## src/hdl/deq_pkg.sv

```systemverilog
// shared types and constants of the double-ended queue
package deq_pkg;

    localparam int DEPTH_DEFAULT       = 16;
    localparam int TOKEN_WIDTH_DEFAULT = 32;

    // request codes
    typedef enum logic [2:0] {
        ACT_PUSH_FRONT = 3'd0,
        ACT_PUSH_BACK  = 3'd1,
        ACT_POP_FRONT  = 3'd2,
        ACT_POP_BACK   = 3'd3,
        ACT_PEEK_FRONT = 3'd4,
        ACT_PEEK_BACK  = 3'd5,
        ACT_CLEAR      = 3'd6
    } action_t;

    // answer codes
    typedef enum logic [1:0] {
        ST_OK    = 2'd0,
        ST_EMPTY = 2'd1,
        ST_FULL  = 2'd2
    } status_t;

endpackage

```

## src/hdl/deq_ram.sv

```systemverilog
// single-port slot memory with registered read data
module deq_ram
    import deq_pkg::*;
#(
    parameter int DEPTH = DEPTH_DEFAULT,
    parameter int WIDTH = TOKEN_WIDTH_DEFAULT,
    localparam int AW   = (DEPTH > 1) ? $clog2(DEPTH) : 1
) (
    input  logic             aclk,
    input  logic             en,
    input  logic             we,
    input  logic [AW-1:0]    addr,
    input  logic [WIDTH-1:0] wdata,
    output logic [WIDTH-1:0] rdata
);

    logic [WIDTH-1:0] mem [DEPTH];

    always_ff @(posedge aclk) begin
        if (en) begin
            if (we) begin
                mem[addr] <= wdata;
            end else begin
                rdata <= mem[addr];
            end
        end
    end

endmodule

```

## src/hdl/double_ended_queue.sv

```systemverilog
// top level of the double-ended queue: request decode, pointers and result stages
//
// A deque of TOKEN_WIDTH-bit words kept in a circular buffer of DEPTH slots.
// Each request word on the s_ side carries an action (push front/back, pop
// front/back, peek front/back, clear) and a token; each request yields exactly
// one result word on the m_ side with a status (ok, empty, full), a has_token
// flag and the popped or peeked word (zero when has_token is low). A push onto
// a full deque is dropped and answered full; a pop or peek of an empty deque
// is answered empty; the unused action code changes nothing and answers ok.
// Clear only resets the pointers, slot contents stay. The slots live in one
// single-port synchronous memory, touched at most once per request (read for
// pop and peek, write for push), so the block takes one request per cycle
// while the result side keeps up; a result passes the stage register and then
// the result register. Since each request touches the memory in its own cycle
// and a read returns on the following edge, a push followed directly by a pop
// of the same slot sees the fresh word without any forwarding. No clearing
// pass after reset: slots are only read once a push has written them.
module double_ended_queue
    import deq_pkg::*;
#(
    parameter int DEPTH       = DEPTH_DEFAULT,
    parameter int TOKEN_WIDTH = TOKEN_WIDTH_DEFAULT,
    localparam int DW         = ((3 + TOKEN_WIDTH + 7) / 8) * 8
) (
    input  logic          aclk,
    input  logic          aresetn,
    // request side
    input  logic          s_tvalid,
    output logic          s_tready,
    input  logic [DW-1:0] s_tdata,  // action[2:0], token, zero fill
    // result side
    output logic          m_tvalid,
    input  logic          m_tready,
    output logic [DW-1:0] m_tdata   // status[1:0], has_token, token_out, zero fill
);

    localparam int AW = (DEPTH > 1) ? $clog2(DEPTH) : 1;
    localparam int CW = $clog2(DEPTH + 1);

    // request fields
    action_t                act;
    logic [TOKEN_WIDTH-1:0] tok;

    // pointer state
    logic [AW-1:0] front_reg, front_next;
    logic [CW-1:0] count_reg, count_next;

    // stage between memory access and result register
    logic    p_valid_reg, p_valid_next;
    status_t p_status_reg, p_status_next;
    logic    p_has_reg, p_has_next;

    // result register
    logic                   m_valid_reg, m_valid_next;
    status_t                m_status_reg;
    logic                   m_has_reg;
    logic [TOKEN_WIDTH-1:0] m_token_reg;

    // memory port
    logic                   mem_en, mem_we;
    logic [AW-1:0]          mem_addr;
    logic [TOKEN_WIDTH-1:0] mem_rdata;

    logic advance, accept, is_full, is_empty;
    logic [AW:0]   back_sum, tail_sum;
    logic [AW-1:0] back_idx, tail_idx, front_dec, front_inc;

    assign act = action_t'(s_tdata[2:0]);
    assign tok = s_tdata[3 +: TOKEN_WIDTH];

    // the pipe moves whenever the result register is free or being taken
    assign advance  = !m_valid_reg || m_tready;
    assign s_tready = advance;
    assign accept   = s_tvalid && advance;

    assign is_full  = (count_reg == CW'(DEPTH));
    assign is_empty = (count_reg == '0);

    // back token slot: front + count - 1, wrapped once
    assign back_sum = (AW+1)'(front_reg) + (AW+1)'(count_reg) - (AW+1)'(1);
    assign back_idx = (back_sum >= (AW+1)'(DEPTH)) ? AW'(back_sum - (AW+1)'(DEPTH))
                                                   : AW'(back_sum);
    // first free slot behind the back: front + count, wrapped once
    assign tail_sum = (AW+1)'(front_reg) + (AW+1)'(count_reg);
    assign tail_idx = (tail_sum >= (AW+1)'(DEPTH)) ? AW'(tail_sum - (AW+1)'(DEPTH))
                                                   : AW'(tail_sum);

    assign front_dec = (front_reg == '0) ? AW'(DEPTH - 1) : front_reg - AW'(1);
    assign front_inc = (front_reg == AW'(DEPTH - 1)) ? '0 : front_reg + AW'(1);

    // request decode
    always_comb begin
        front_next    = front_reg;
        count_next    = count_reg;
        p_status_next = ST_OK;
        p_has_next    = 1'b0;
        mem_en        = 1'b0;
        mem_we        = 1'b0;
        mem_addr      = front_reg;
        unique case (act) inside
            ACT_PUSH_FRONT, ACT_PUSH_BACK: begin
                if (is_full) begin
                    p_status_next = ST_FULL;
                end else begin
                    mem_en     = accept;
                    mem_we     = 1'b1;
                    count_next = count_reg + CW'(1);
                    if (act == ACT_PUSH_FRONT) begin
                        front_next = front_dec;
                        mem_addr   = front_dec;
                    end else begin
                        mem_addr   = tail_idx;
                    end
                end
            end
            ACT_POP_FRONT, ACT_POP_BACK, ACT_PEEK_FRONT, ACT_PEEK_BACK: begin
                if (is_empty) begin
                    p_status_next = ST_EMPTY;
                end else begin
                    mem_en     = accept;
                    p_has_next = 1'b1;
                    if (act == ACT_POP_FRONT || act == ACT_PEEK_FRONT) begin
                        mem_addr = front_reg;
                    end else begin
                        mem_addr = back_idx;
                    end
                    if (act == ACT_POP_FRONT) begin
                        front_next = front_inc;
                        count_next = count_reg - CW'(1);
                    end else if (act == ACT_POP_BACK) begin
                        count_next = count_reg - CW'(1);
                    end
                end
            end
            ACT_CLEAR: begin
                front_next = '0;
                count_next = '0;
            end
            default: begin
                // unused code: no change, answers ok
            end
        endcase
    end

    // stage valid flags
    always_comb begin
        p_valid_next = p_valid_reg;
        m_valid_next = m_valid_reg;
        if (advance) begin
            p_valid_next = accept;
            m_valid_next = p_valid_reg;
        end
    end

    always_ff @(posedge aclk) begin
        if (!aresetn) begin
            front_reg   <= '0;
            count_reg   <= '0;
            p_valid_reg <= 1'b0;
            m_valid_reg <= 1'b0;
        end else begin
            p_valid_reg <= p_valid_next;
            m_valid_reg <= m_valid_next;
            if (accept) begin
                front_reg <= front_next;
                count_reg <= count_next;
            end
        end
    end

    // payload registers
    always_ff @(posedge aclk) begin
        if (accept) begin
            p_status_reg <= p_status_next;
            p_has_reg    <= p_has_next;
        end
        if (advance) begin
            // read data holds until the next accepted pop or peek of a non-empty deque
            m_status_reg <= p_status_reg;
            m_has_reg    <= p_has_reg;
            m_token_reg  <= p_has_reg ? mem_rdata : '0;
        end
    end

    deq_ram #(
        .DEPTH (DEPTH),
        .WIDTH (TOKEN_WIDTH)
    ) u_ram (
        .aclk  (aclk),
        .en    (mem_en),
        .we    (mem_we),
        .addr  (mem_addr),
        .wdata (tok),
        .rdata (mem_rdata)
    );

    assign m_tvalid = m_valid_reg;
    assign m_tdata  = DW'({m_token_reg, m_has_reg, m_status_reg});

endmodule
```

## config.mk

```make
export PLATFORM = sky130hd
export DESIGN_NAME = double_ended_queue
export DESIGN_NICKNAME = d
export VERILOG_FILES = /design/src/hdl/deq_pkg.sv /design/src/hdl/deq_ram.sv /design/src/hdl/double_ended_queue.sv
export SDC_FILE = /design/constraint.sdc
export NUM_CORES = 1
export LEC_CHECK = 0
export ABC_AREA = 0
export ABC_CLOCK_PERIOD_IN_PS = 7350
export BUFFER_PORTS_ARGS = -buffer_cell sky130_fd_sc_hd__buf_2
export CORE_MARGIN = 2
export CORE_UTILIZATION = 53
export CTS_CLUSTER_DIAMETER = 30
export DETAILED_ROUTE_END_ITERATION = 12
export PLACE_DENSITY = 0.75
export RECOVER_POWER = 50
export SLEW_MARGIN = 30
export SYNTH_ARGS = -nofsm -noshare
export SYNTH_HDL_FRONTEND = slang
export SYNTH_HIERARCHICAL = 1
export SYNTH_SLANG_ARGS = --single-unit
```

## constraint.sdc

```tcl
create_clock -name aclk -period 7.35 [get_ports aclk]
set_clock_uncertainty 0.1 [all_clocks]
set_input_delay 0.735 -clock aclk [delete_from_list [all_inputs] [get_ports aclk]]
set_output_delay 0.735 -clock aclk [all_outputs]
set_load 0.01 [all_outputs]
```

Yosys cells after proc, flatten, opt, wreduce, memory -nomap -nowiden
Memory sizes are Yosys's and may differ from the RTL's. A register that Yosys moved wholly into a read port is not among the register bits.
Index checks and enable logic that the tools add are counted.
- flip-flop bits (word level): 49
- memory bits (writable): 512
- input port bits: 44
- output and inout bits: 42
- word-level logic and storage cells: 78
- memories kept: 1
- memory list (name ; words ; bits a word ; rd ports ; clocked after memory_dff ; write ports ; RTL line ; source):
    u_ram.mem ; 16 ; 32 ; 1 ; 1 ; 1 ; deq_ram.sv:17 ; logic [WIDTH-1:0] mem [DEPTH];
- add/subtract/negate cells: 8
- magnitude comparators: 2
- equal/unequal tests: 13
- multiplexer cells: 31
- bitwise logic cells: 1
- reductions and logical operators: 13
- operators by type and width (kind ; count):
    two-way mux 4 bit ; 12
    two-way mux 5 bit ; 4
    case mux 5 bit (3 select lines) ; 1
    case mux 4 bit (3 select lines) ; 1
    subtractor 4 x 1 -> 4 bit, second input constant ; 3
    greater-or-equal comparator 5 bit, second input constant ; 2
    subtractor 5 x 1 -> 5 bit, second input constant ; 2
    equality test 3 bit, second input constant ; 3
    two-way mux 1 bit ; 9
    != test 2 bit, second input constant ; 4
    case mux 4 bit (2 select lines) ; 1
    equality test 3 x 2 -> 1 bit, second input constant ; 2
    AND reduction 6 bit ; 1
    adder 4 x 5 -> 5 bit ; 1
    adder 5 x 1 -> 5 bit, second input constant ; 1
    equality test 5 bit, second input constant ; 1
    logical NOT 5 bit ; 1
    AND reduction 5 bit ; 1
    adder 4 x 1 -> 4 bit, second input constant ; 1
    equality test 4 bit, second input constant ; 1
    logical NOT 4 bit ; 1
    case mux 2 bit (2 select lines) ; 1
    OR reduction 4 bit ; 1
    equality test 3 x 1 -> 1 bit, second input constant ; 1
    other kinds (11) ; 12

Longest topological paths before layout
Gate-level depths: netlist of the first run.
- word-level depth: 7
- gate-level depth with buffers: 14
- gate-level depth less buffers: 11

Hierarchy
Netlist of the first run, hierarchy kept.
- modules (own cells, without submodules) (module ; times used ; cells an instance ; area an instance (µm²) ; seq. area each (µm²)):
    deq_ram ; 1 ; 844 ; 20216.9 ; 16335.7
    double_ended_queue ; 1 ; 238 ; 2677.6 ; 1361.3

Worst setup path before layout of the first run
OpenSTA, ideal clock, no wires.
- path type: input port to flip-flop
- from: input port m_tready
- to: memory u_ram/mem[0][0] (netlist bit) (enable)
- setup time: 0.461 ns
- arrival time: 4.873 ns
- required time: 6.789 ns
- setup slack: 1.916 ns
- cell stages on the path: 7
- path buffers: 0
- cell sequence: nor2b_1 > inv_1 > nand2_1 > a221oi_1 > nand2_1 > or3_1 > nor3_1
- cells in the longest elaborated chain, start to end: 6
- elaborated cells between the ends (all ways): 7
- classes of those cells: mux (5); reduce/logical (2)
- RTL lines (item ; RTL line ; source):
    start: declaration ; double_ended_queue.sv:33 ; input logic m_tready,
    logical OR 1 bit (*) ; double_ended_queue.sv:72 ; assign advance = !m_valid_reg || m_tready;
    net s_tready ; double_ended_queue.sv:29 ; output logic s_tready,
    logical AND 1 bit (*) ; double_ended_queue.sv:74 ; assign accept = s_tvalid && advance;
    two-way mux 1 bit, on equally long branches ; double_ended_queue.sv:117, double_ended_queue.sv:102 ;
    case mux 1 bit (2 select lines) (*) ; double_ended_queue.sv:100 ; unique case (act) inside
    net mem_en ; double_ended_queue.sv:60 ; logic mem_en, mem_we;
    two-way mux 1 bit (*) ; deq_ram.sv:20 ; if (en) begin
    two-way mux 1 bit (implied by the code) (*) ; deq_ram.sv:22 ; mem[addr] <= wdata;
    end: declaration ; deq_ram.sv:17 ;
Mark *: on every way through the listed nets, which the timed path passes. The rest lies on a longest branch.

Worst setup path after layout of the first run
- from: register count_reg[0]
- to: register u_ram.rdata[20] (read register of u_ram.mem), data pin
- cells in the longest elaborated chain, start to end: 7
- elaborated cells between the ends (all ways): 22
- classes of those cells: add/sub (4); order compare (2); eq/ne (1); mux (12); bitwise (1); reduce/logical (2)
- RTL lines (item ; RTL line ; source):
    start: declaration ; double_ended_queue.sv:46 ; logic [CW-1:0] count_reg, count_next;
    start signal: assignment ; double_ended_queue.sv:166 ; count_reg <= count_next;
    adder 4 x 5 -> 5 bit ; double_ended_queue.sv:80, double_ended_queue.sv:84 ;
    subtractor 5 x 1 -> 5 bit ; double_ended_queue.sv:80 ; assign back_sum = (AW+1)'(front_reg) + (AW+1)'(count_reg) - (AW+1)'(1);
    subtractor 4 x 1 -> 4 bit / greater-or-equal comparator 5 bit (equally long branches) ; double_ended_queue.sv:81 ; assign back_idx = (back_sum >= (AW+1)'(DEPTH)) ? AW'(back_sum - (AW+1)'(DEPTH))
    two-way mux 4 bit ; double_ended_queue.sv:81 ;
    two-way mux 4 bit ; double_ended_queue.sv:122 ; if (act == ACT_POP_FRONT || act == ACT_PEEK_FRONT) begin
    two-way mux 4 bit ; double_ended_queue.sv:117 ; if (is_empty) begin
    case mux 4 bit (2 select lines) (*) ; double_ended_queue.sv:100 ;
    net mem_addr[1] ; double_ended_queue.sv:61 ; logic [AW-1:0] mem_addr;
    end: declaration ; deq_ram.sv:14 ; output logic [WIDTH-1:0] rdata
Marked as above.
A chain may end at the register's enable or synchronous reset.

==> qor.txt, run 1 <==
RSZ-0062 raised after global routing - no
Leak - 9.13 nW
GR Overflow Total - 0
1st-iter DRT viols - 1251
Synth Area in Compound Gates - 0.0383
Cell chain of the critical path - ha_1 > inv_1 > fa_1 > ha_1 > nor2_1 > a221o_4 > buf_16 > buf_4 > mux4_2 > a22oi_1 > nand2_1
Initial Utilization - 0.534
Final setup viols - 0
Worst path slowest cell - buf_4
Total CTS buffers - 105
Main combinational cell family by area after synthesis - multiplexers
Horiz. Die Dim - 212 µm
Die height - 212 µm
Vias per cell - 6.04
Max Cap Viol - 2
Hold_ws - 0.318 ns
Via count of the routed design - 11551
Critical Path RT - 7.60 ns
Post-Synth XOR/XNOR Area - 0.00383
Post-cts hold buffer count - 0
Worst skew pair latency - 0.63 ns
P_sw - 0.00264 W
Register area share after synthesis - 0.773
Ys async rst share - 0
Fraction of layout cells with a size suffix above 1 - 0.300
Port Buffers - 75
Core Box Area - 42900 µm²
Failing checks - capacitance limit, slew limit
PostCTS Resize Cnt - 0
Crit-path max FO - 65
Worst Path Arrival - 4.92 ns
Initial antenna violation count - 2
Final period utilization - 0.636
Simple-Gate Fraction of Synth Area - 0.0314
Buf+Inv Stages, Crit Path - 3
Hold WC Path Type - reg2reg
Post-Syn Area - 22900 µm²
CTS tree - done
Crit-path max cell delay - 0.81 ns
Yosys top cell by area - edfxtp_1
H-tree levels - 3
Dpl hpwl - 24.8 mm
Run status - finished with violations
Critical path type - reg2reg
Final setup TNS - 0 ns
Slew HR - -0.828
Max FFs per register - 512
Flop pwr share - 0.384
Unique masters post-synth - 61
Largest net degree at the start of global routing - 79
EDFF count, synth - 582
Top-count cell post-synth - edfxtp_1
Worst setup EP type - register
DRT antenna net count - 0
Total Routed Length - 51.9 mm
Synth Instances - 1082
Critical Path Start Type - register
Detail-routed net length per standard cell - 27.1 µm
Pwr Density - 373 nW/µm²
Clk pin slew, worst setup/hold paths - 0.05 ns
Synth Area per Inst - 21.2 µm²
Slew Viols, Final - 72
Clock Path Buffers - 3
Area contributors post-synth - edfxtp_1 76%, mux4_2 13%, a22oi_1 2.1%
Synth Register Bits - 593
Synth warn - 6
Pint - 0.00768 W
Post-synth top area share - 0.763
Synth Area in Adders - 0.00721
Slew @ Worst Pin - 2.74 ns
Power share of the clock group - 0.473
TritonRoute pass-1 iters - 5
Area grow syn2layout - 20.9%
# nets final - 1293
Final Hold Viols - 0
Fmax - 214 MHz
Clock sink count - 593
Net Sw Frac - 0.256
Commonest cells post-synth - 582 x edfxtp_1, 128 x mux4_2, 64 x a22oi_1
Vias in the first global route - 11769
Finished Layout Cells - 1913
Peak VDD IR - 0.211 mV
Worst path top cell family by delay - buffers and inverters
Post-CTS Setup Inserts - 0
Comb pwr share - 0.144
Worst Slack Setup Final - 2.68 ns
Root buffer cell - clkbuf_16
Mux contribution to synthesized area - 0.128
Most used cell, CP - ha_1
Min Tclk post-route - 4.67 ns
Placed Instances - 1714
Ports - 86
Die Footprint - 44900 µm²
Num rows - 76
Most used DFF post-synth - edfxtp_1
Gr usage total - 0.236
DRC viols - 0
Placer Congestion - 0.800
Global-route wire length before repair - 75.4 mm
Place WS - 2.60 ns
## metrics by stage
stage | utilization | instance area, µm² | total power [W]
after floorplan | - | 22900 | 0.00506
after global placement | 0.561 | 24100 | 0.00543
after detailed placement | 0.562 | 24100 | 0.00548
after CTS | 0.647 | 27700 | 0.0104
after global routing | 0.645 | 27700 | 0.0107
final | 0.646 | 27700 | 0.0103
## layer usage
metal	GRT usage	routed length [µm]
met2	0.375	25800
met1	0.327	20700
met5	0	13
met3	0.0537	4480
met4	0.0835	942
## path summary, 6_finish.rpt
path                                      start         endpoint  slack, ns  cells past startpoint
worst max-delay path               count_reg[0]  u_ram/rdata[20]       2.68                     11
worst min-delay path            p_status_reg[1]  m_status_reg[1]       0.32                      0
worst max register to register     count_reg[0]  u_ram/rdata[20]       2.68                     11
worst min register to register  p_status_reg[1]  m_status_reg[1]       0.32                      0
## cells in the final DEF, fill, tap and decap left out, types with 5 or more instances in the layout
master      instances
edfxtp_1          582
mux4_2            128
clkbuf_16         106
a22oi_1            64
clkbuf_1           60
nand2_1            50
buf_2              27
buf_4              26
and2_0             24
clkinv_4           16
inv_6              15
clkinvlp_4         14
bufinv_16          13
nor2_4             13
nor2_1             11
dfxtp_1            11
inv_1              10
ha_1               10
xnor2_1             9
a21oi_1             9
clkinv_2            9
and2_1              8
clkinv_1            7
nand2b_1            6
mux2i_1             5
conb_1              5
## power by group through the flow
stage	clock network [W]	logic (W)	registers, W
CTS	0.00492	0.00150	0.00396
detailed placement	0	0.00146	0.00402
global placement	0	0.00141	0.00402
finish	0.00488	0.00149	0.00396
floorplan	0	0.00104	0.00402
global route	0.00509	0.00159	0.00397
## worst reg2reg max path: stages (launching register included)
cell	delay (ns)
dfxtp_1	0.48
ha_1	0.24
inv_1	0.06
fa_1	0.56
ha_1	0.26
nor2_1	0.13
a221o_4	0.47
buf_16	0.30
buf_4	0.86
mux4_2	0.55
a22oi_1	0.26
nand2_1	0.16
## final cells by class
class | count | area [µm²]
timing repair buffer | 107 | 621
clock inverter | 80 | 928
clock buffer | 116 | 2690
sequential | 593 | 17700
fill | 2723 | 15200
multi-input combinational | 417 | 4960
antenna | 2 | 5.00
inverter | 13 | 48.8
tap | 585 | 732
## cell families after synthesis
group,count (synthesis)
and+or+nand+nor,142
adders and majority gates,12
DFF,593
AOI/OAI and AO/OA,115
muxes,133
other,1
xor gates and xnor gates,10
buffers and inverters,76
(Power assumes the default switching activity.)
==> run 2: changes to the inputs <==
--- a/config.mk
+++ b/config.mk
@@ -6,13 +6,13 @@
 export NUM_CORES = 1
 export LEC_CHECK = 0
 export ABC_AREA = 0
-export ABC_CLOCK_PERIOD_IN_PS = 7350
+export ABC_CLOCK_PERIOD_IN_PS = 3800
 export BUFFER_PORTS_ARGS = -buffer_cell sky130_fd_sc_hd__buf_2
 export CORE_MARGIN = 2
 export CORE_UTILIZATION = 53
 export CTS_CLUSTER_DIAMETER = 30
 export DETAILED_ROUTE_END_ITERATION = 12
-export PLACE_DENSITY = 0.75
+export PLACE_DENSITY = 0.78
 export RECOVER_POWER = 50
 export SLEW_MARGIN = 30
 export SYNTH_ARGS = -nofsm -noshare
==> constraint.sdc (replaced) <==
create_clock -name aclk -period 3.8 [get_ports aclk]
set_clock_uncertainty 0.1 [all_clocks]
set_input_delay 0.38 -clock aclk [delete_from_list [all_inputs] [get_ports aclk]]
set_output_delay 0.38 -clock aclk [all_outputs]
set_load 0.01 [all_outputs]
==> qor.txt, run 2 (synthesis gave the netlist of run 1 again) <==
Hold path cells - 4 (was 0)
Max FFs per register - 512 (unchanged)
Slew Viols, Final - 0 (was 72)
Fraction of layout cells with a size suffix above 1 - 0.312 (was 0.300)
Port Buffers - 75 (unchanged)
DRT antenna net count - 0 (unchanged)
Die Footprint - 44900 µm² (unchanged)
Fmax - 278 MHz (was 214 MHz)
Critical Path RT - 4.05 ns (was 7.60 ns)
Vias per cell - 6.05 (was 6.04)
Clock Path Buffers - 3 (unchanged)
Vias in the first global route - 12531 (was 11769)
Total CTS buffers - 100 (was 105)
DP Area - 24700 µm² (was 24100 µm²)
Critical path type - reg2reg (unchanged)
RSZ-0062 raised after global routing - no (unchanged)
Worst skew pair latency - 0.65 ns (was 0.63 ns)
CTS tree - done (unchanged)
Area grow syn2layout - 24.9% (was 20.9%)
Die height - 212 µm (unchanged)
Final period utilization - 0.948 (was 0.636)
Gr usage total - 0.244 (was 0.236)
Most frequent cells in the layout - 582 x edfxtp_1, 128 x mux4_2, 101 x clkbuf_16 (was 582 x edfxtp_1, 128 x mux4_2, 106 x clkbuf_16)
Horiz. Die Dim - 212 µm (unchanged)
Slew @ Worst Pin - 1.24 ns (was 2.74 ns)
Max Cap Viol - 0 (was 2)
# nets final - 1340 (was 1293)
Core Box Area - 42900 µm² (unchanged)
Via count of the routed design - 11825 (was 11551)
Cell chain of the critical path - ha_4 > inv_1 > fa_1 > inv_1 > o31a_1 > o221a_1 > mux2i_1 > o311ai_2 > buf_4 > and2_1 > buf_4 > a22oi_1 > nand2_1 (was ha_1 > inv_1 > fa_1 > ha_1 > nor2_1 > a221o_4 > buf_16 > buf_4 > mux4_2 > a22oi_1 > nand2_1)
Clk pin slew, worst setup/hold paths - 0.05 ns (about the same)
Leak - 9.48 nW (was 9.13 nW)
Run status - complete, no violations (was finished with violations)
Root buffer cell - clkbuf_16 (unchanged)
Finished Layout Cells - 1955 (was 1913)
Final Power - 0.0206 W (was 0.0103 W)
Hold WC Path Type - in2reg (was reg2reg)
Diodes inserted - 0 (was 2)
Worst Path Arrival - 3.85 ns (was 4.92 ns)
Worst path top cell family by delay - compound AO/OA/AOI/OAI gates (was buffers and inverters)
Pwr Density - 721 nW/µm² (was 373 nW/µm²)
Final Cell Area - 28600 µm² (was 27700 µm²)
Largest net degree at the start of global routing - 71 (was 79)
Clock sink count - 593 (unchanged)
Global-route wire length before repair - 78.8 mm (was 75.4 mm)
GR Overflow Total - 0 (unchanged)
Levels on crit path - 13 (was 11)
Crit-path max FO - 32 (was 65)
Worst setup EP type - register (unchanged)
1st-iter DRT viols - 1311 (was 1251)
Crit-path max cell delay - 0.56 ns (was 0.81 ns)
H-tree levels - 3 (unchanged)
Most common cell after layout, fill and taps aside - edfxtp_1 (unchanged)
Final Hold Viols - 0 (unchanged)
Initial antenna violation count - 1 (was 2)
Dpl hpwl - 27.1 mm (was 24.8 mm)
Worst path slowest cell - fa_1 (was buf_4)
Initial Utilization - 0.534 (unchanged)
Fin util - 0.667 (was 0.646)
Final setup TNS - 0 ns (unchanged)
DRC viols - 0 (unchanged)
Buf+Inv Stages, Crit Path - 4 (was 3)
Final setup viols - 0 (unchanged)
R2R cell count - 13 (was 11)
Ports - 86 (unchanged)
Placed Instances - 1748 (was 1714)
Peak VDD IR - 0.576 mV (was 0.211 mV)
Min Tclk post-route - 3.60 ns (was 4.67 ns)
Total Routed Length - 52.9 mm (was 51.9 mm)
TritonRoute pass-1 iters - 5 (unchanged)
Num rows - 76 (unchanged)
Placer Congestion - 0.824 (was 0.800)
Detail-routed net length per standard cell - 27.1 µm (about the same)
Slew HR - 0.176 (was -0.828)
Critical Path Start Type - register (unchanged)
==> run 2: where the power goes <==
group | internal, W | total, W | switching (W)
registers | 0.00755 | 0.00767 | 0.000115
logic | 0.00135 | 0.00305 | 0.00170
clock network | 0.00658 | 0.00991 | 0.00333
==> run 2: area by class of cell <==
| type | instances | area (µm²) |
|---|---|---|
| flip-flops and latches | 593 | 17700 |
| fillers | 2565 | 14300 |
| multi-input cells | 417 | 5010 |
| clock buffers | 109 | 2560 |
| repair buffers | 159 | 1330 |
| clock inverters | 79 | 1210 |
| well taps | 585 | 732 |
| inverters | 13 | 48.8 |
==> run 2: worst reg2reg max path, stage by stage (launching register included) <==
cell and delay (ns):
dfxtp_4 0.40, ha_4 0.15, inv_1 0.05, fa_1 0.56, inv_1 0.07, o31a_1 0.29
o221a_1 0.20, mux2i_1 0.19, o311ai_2 0.16, buf_4 0.24, and2_1 0.17, buf_4 0.30
a22oi_1 0.28, nand2_1 0.18
==> run 2: what timing repair did <==
item	CTS	global route
buffers inserted	0	0
resized for setup	0	1
hold buffers	19	0
hold endpoints to repair	194	0
setup endpoints to repair	0	1
==> run 2: final timing paths <==
kind,slack [ns],to,startpoint
max reg2reg,0.20,u_ram/rdata[0],front_reg[0]
min,0.03,p_valid_reg,m_tready
max,0.20,u_ram/rdata[0],front_reg[0]
min reg2reg,0.32,m_status_reg[0],p_status_reg[0]
==> run 2: per-stage QoR <==
step           hold WS, ns  worst slack (ns)
6_report            0.0287             0.197
5_1_grt             0.0323            0.0394
3_3_place_gp         0.310             0.303
4_1_cts           0.000668             0.185
2_1_floorplan        0.300           0.00647
3_5_place_dp         0.316             0.252
==> run 2: metal layers <==
metal | vias up | global-route usage | part of all wire
met2 | 612 | 0.409 | 0.52
met4 | 2 | 0.102 | 0.031
met1 | 6181 | 0.316 | 0.38
met5 | - | 0 | 0.00013
li1 | 4911 | - | -
met3 | 119 | 0.0466 | 0.071
==> run 3: changes to the inputs <==
--- a/config.mk
+++ b/config.mk
@@ -6,13 +6,14 @@
 export NUM_CORES = 1
 export LEC_CHECK = 0
 export ABC_AREA = 0
-export ABC_CLOCK_PERIOD_IN_PS = 3800
+export ABC_CLOCK_PERIOD_IN_PS = 4600
 export BUFFER_PORTS_ARGS = -buffer_cell sky130_fd_sc_hd__buf_2
-export CORE_MARGIN = 2
+export CORE_MARGIN = 1.5
 export CORE_UTILIZATION = 53
 export CTS_CLUSTER_DIAMETER = 30
 export DETAILED_ROUTE_END_ITERATION = 12
-export PLACE_DENSITY = 0.78
+export HOLD_SLACK_MARGIN = 0.15
+export PLACE_DENSITY = 0.75
 export RECOVER_POWER = 50
 export SLEW_MARGIN = 30
 export SYNTH_ARGS = -nofsm -noshare
==> constraint.sdc (replaced) <==
create_clock -name aclk -period 4.6 [get_ports aclk]
set_clock_uncertainty 0.1 [all_clocks]
set_input_delay 0.46 -clock aclk [delete_from_list [all_inputs] [get_ports aclk]]
set_output_delay 0.46 -clock aclk [all_outputs]
set_load 0.01 [all_outputs]
==> qor.txt, run 3 (synthesis gave the netlist of run 1 again) <==
Run status - finished with violations (was complete, no violations)
Failing checks - capacitance limit, slew limit
Initial antenna violation count - 3 (was 1)
Port Buffers - 75 (unchanged)
Register area - 17700 µm² (about the same)
Area grow syn2layout - 23.9% (was 24.9%)
Largest net degree at the start of global routing - 66 (was 71)
Worst Slack Setup Final - 0.642 ns (was 0.197 ns)
Final Cell Area - 28400 µm² (was 28600 µm²)
PostCTS Resize Cnt - 0 (unchanged)
Layout fillers - 2569 (was 2565)
TritonRoute pass-1 iters - 5 (unchanged)
Most frequent cells in the layout - 582 x edfxtp_1, 128 x mux4_2, 103 x clkbuf_16 (was 582 x edfxtp_1, 128 x mux4_2, 101 x clkbuf_16)
Vias in the first global route - 12714 (was 12531)
Ports - 86 (unchanged)
Gr usage total - 0.247 (was 0.244)
Worst skew pair latency - 0.63 ns (was 0.65 ns)
Pwr Density - 600 nW/µm² (was 721 nW/µm²)
Root buffer cell - clkbuf_16 (unchanged)
Max Cap Viol - 1 (was 0)
Final setup viols - 0 (unchanged)
Worst setup EP type - register (unchanged)
Min Tclk post-route - 3.96 ns (was 3.60 ns)
Die height - 211 µm (was 212 µm)
Slew @ Worst Pin - 1.94 ns (was 1.24 ns)
Clk pin slew, worst setup/hold paths - 0.05 ns (about the same)
Hold path cells - 3 (was 4)
Final Hold Viols - 0 (unchanged)
Horiz. Die Dim - 211 µm (was 212 µm)
Peak VDD IR - 0.350 mV (was 0.576 mV)
Critical path type - reg2reg (unchanged)
Global-route wire length before repair - 79.3 mm (was 78.8 mm)
Worst Path Arrival - 4.13 ns (was 3.85 ns)
GR Overflow Total - 0 (unchanged)
DRT antenna net count - 0 (unchanged)
Place WS - 0.648 ns (was 0.252 ns)
Hold Path End - p_status_reg[1] (was p_valid_reg)
Final period utilization - 0.860 (was 0.948)
Fmax - 253 MHz (was 278 MHz)
Detail-routed net length per standard cell - 27.2 µm (was 27.1 µm)
Slew Viols, Final - 34 (was 0)
Max FFs per register - 512 (unchanged)
RSZ-0062 raised after global routing - no (unchanged)
Leak - 9.40 nW (was 9.48 nW)
R2R cell count - 8 (was 13)
# nets final - 1343 (was 1340)
Vias per cell - 6.08 (was 6.05)
Multi-input combinational cell area - 4980 µm² (was 5010 µm²)
Total Routed Length - 53.1 mm (was 52.9 mm)
R2r endpoint - u_ram/mem[1][8] (was u_ram/rdata[0])
Dpl hpwl - 25.5 mm (was 27.1 mm)
Post-cts hold buffer count - 35 (was 19)
Clock Path Buffers - 3 (unchanged)
Most common cell after layout, fill and taps aside - edfxtp_1 (unchanged)
Final setup TNS - 0 ns (unchanged)
Num rows - 75 (was 76)
H-tree levels - 3 (unchanged)
CTS tree - done (unchanged)
Initial Utilization - 0.541 (was 0.534)
Total CTS buffers - 102 (was 100)
Hold WC Path Type - in2reg (unchanged)
DP Area - 24300 µm² (was 24700 µm²)
Fraction of layout cells with a size suffix above 1 - 0.287 (was 0.312)
Slew HR - -0.293 (was 0.176)
Crit-path max FO - 25 (was 32)
Post-CTS Setup Inserts - 0 (unchanged)
Via count of the routed design - 11881 (was 11825)
Die Footprint - 44500 µm² (was 44900 µm²)
Core Box Area - 42300 µm² (was 42900 µm²)
Clock sink count - 593 (unchanged)
Worst reg-to-reg setup slack - 0.64 ns (was 0.20 ns)
DRC viols - 0 (unchanged)
Hold Crit Start - s_tvalid (was m_tready)
1st-iter DRT viols - 1398 (was 1311)
Placer Congestion - 0.774 (was 0.824)
Critical Path Start Type - register (unchanged)
Critical Path RT - 4.77 ns (was 4.05 ns)
R2R Path Start - front_reg[1] (was front_reg[0])
run 3: cell types whose count changed in the layout (fill, tap and decap cells not counted), sizes merged:
| cell | before | now |
|---|---|---|
| buf | 82 | 57 |
| dlygate4sd3 | 19 | 35 |
| clkbuf | 167 | 178 |
| inv | 23 | 33 |
| clkinvlp | 14 | 9 |
| bufinv | 24 | 21 |
| clkinv | 31 | 33 |
| diode | 0 | 2 |
run 3: area by class of cell:
cell class / instances / share of cell area
sequential: 593 / 0.624
multi-input combinational: 417 / 0.176
clock buffer: 110 / 0.0918
clock inverter: 83 / 0.0416
timing repair buffer: 160 / 0.0400
tap: 577 / 0.0254
inverter: 13 / 0.00172
antenna: 2 / 0.000176
run 3: worst max-delay path, stage by stage (launching register included):
cell and delay (ns):
dfxtp_1 0.52, inv_1 0.19, fa_1 0.56, ha_1 0.31, nor2_1 0.05, a221o_4 0.51
nand4b_1 0.60, nor3_4 0.34, buf_4 0.41
run 3: metal layers:
layer | up-vias | global-route usage | wire length [µm]
li1 | 4925 | - | -
met1 | 6183 | 0.318 | 19500
met2 | 635 | 0.412 | 27300
met3 | 136 | 0.0483 | 4570
met4 | 2 | 0.108 | 1720
met5 | - | 0 | 13
run 3: through the flow:
step | util | total power, W | std cells | hold WS [ns]
finish | 0.670 | 0.0170 | 1955 | 0.214
global route | 0.670 | 0.0175 | 1955 | 0.248
CTS | 0.673 | 0.0171 | 1952 | 0.186
detailed placement | 0.575 | 0.00884 | 1724 | 0.313
global placement | 0.573 | 0.00872 | 1721 | 0.311
floorplan | - | 0.00809 | 1086 | 0.300
run 3: power by group:
group,leakage [nW],internal (W),switching (W)
combinational,2.16,0.00108,0.00141
clock,1.82,0.00538,0.00283
sequential,5.42,0.00624,0.0000822
total,9.40,0.0127,0.00432
run 3: how the worst max path moves through the flow:
stage / startpoint / endpoint / slack [ns] / depth (start not counted)
2_1_floorplan: count_reg[0] / u_ram/mem[13][0] / 0.14 / 11
3_3_place_gp: count_reg[0] / u_ram/rdata[1] / 0.70 / 11
3_5_place_dp: front_reg[1] / u_ram/mem[6][9] / 0.65 / 8
4_1_cts: front_reg[1] / u_ram/mem[6][21] / 0.60 / 8
5_1_grt: count_reg[1] / u_ram/rdata[12] / 0.38 / 9
6_report: front_reg[1] / u_ram/mem[1][8] / 0.64 / 8
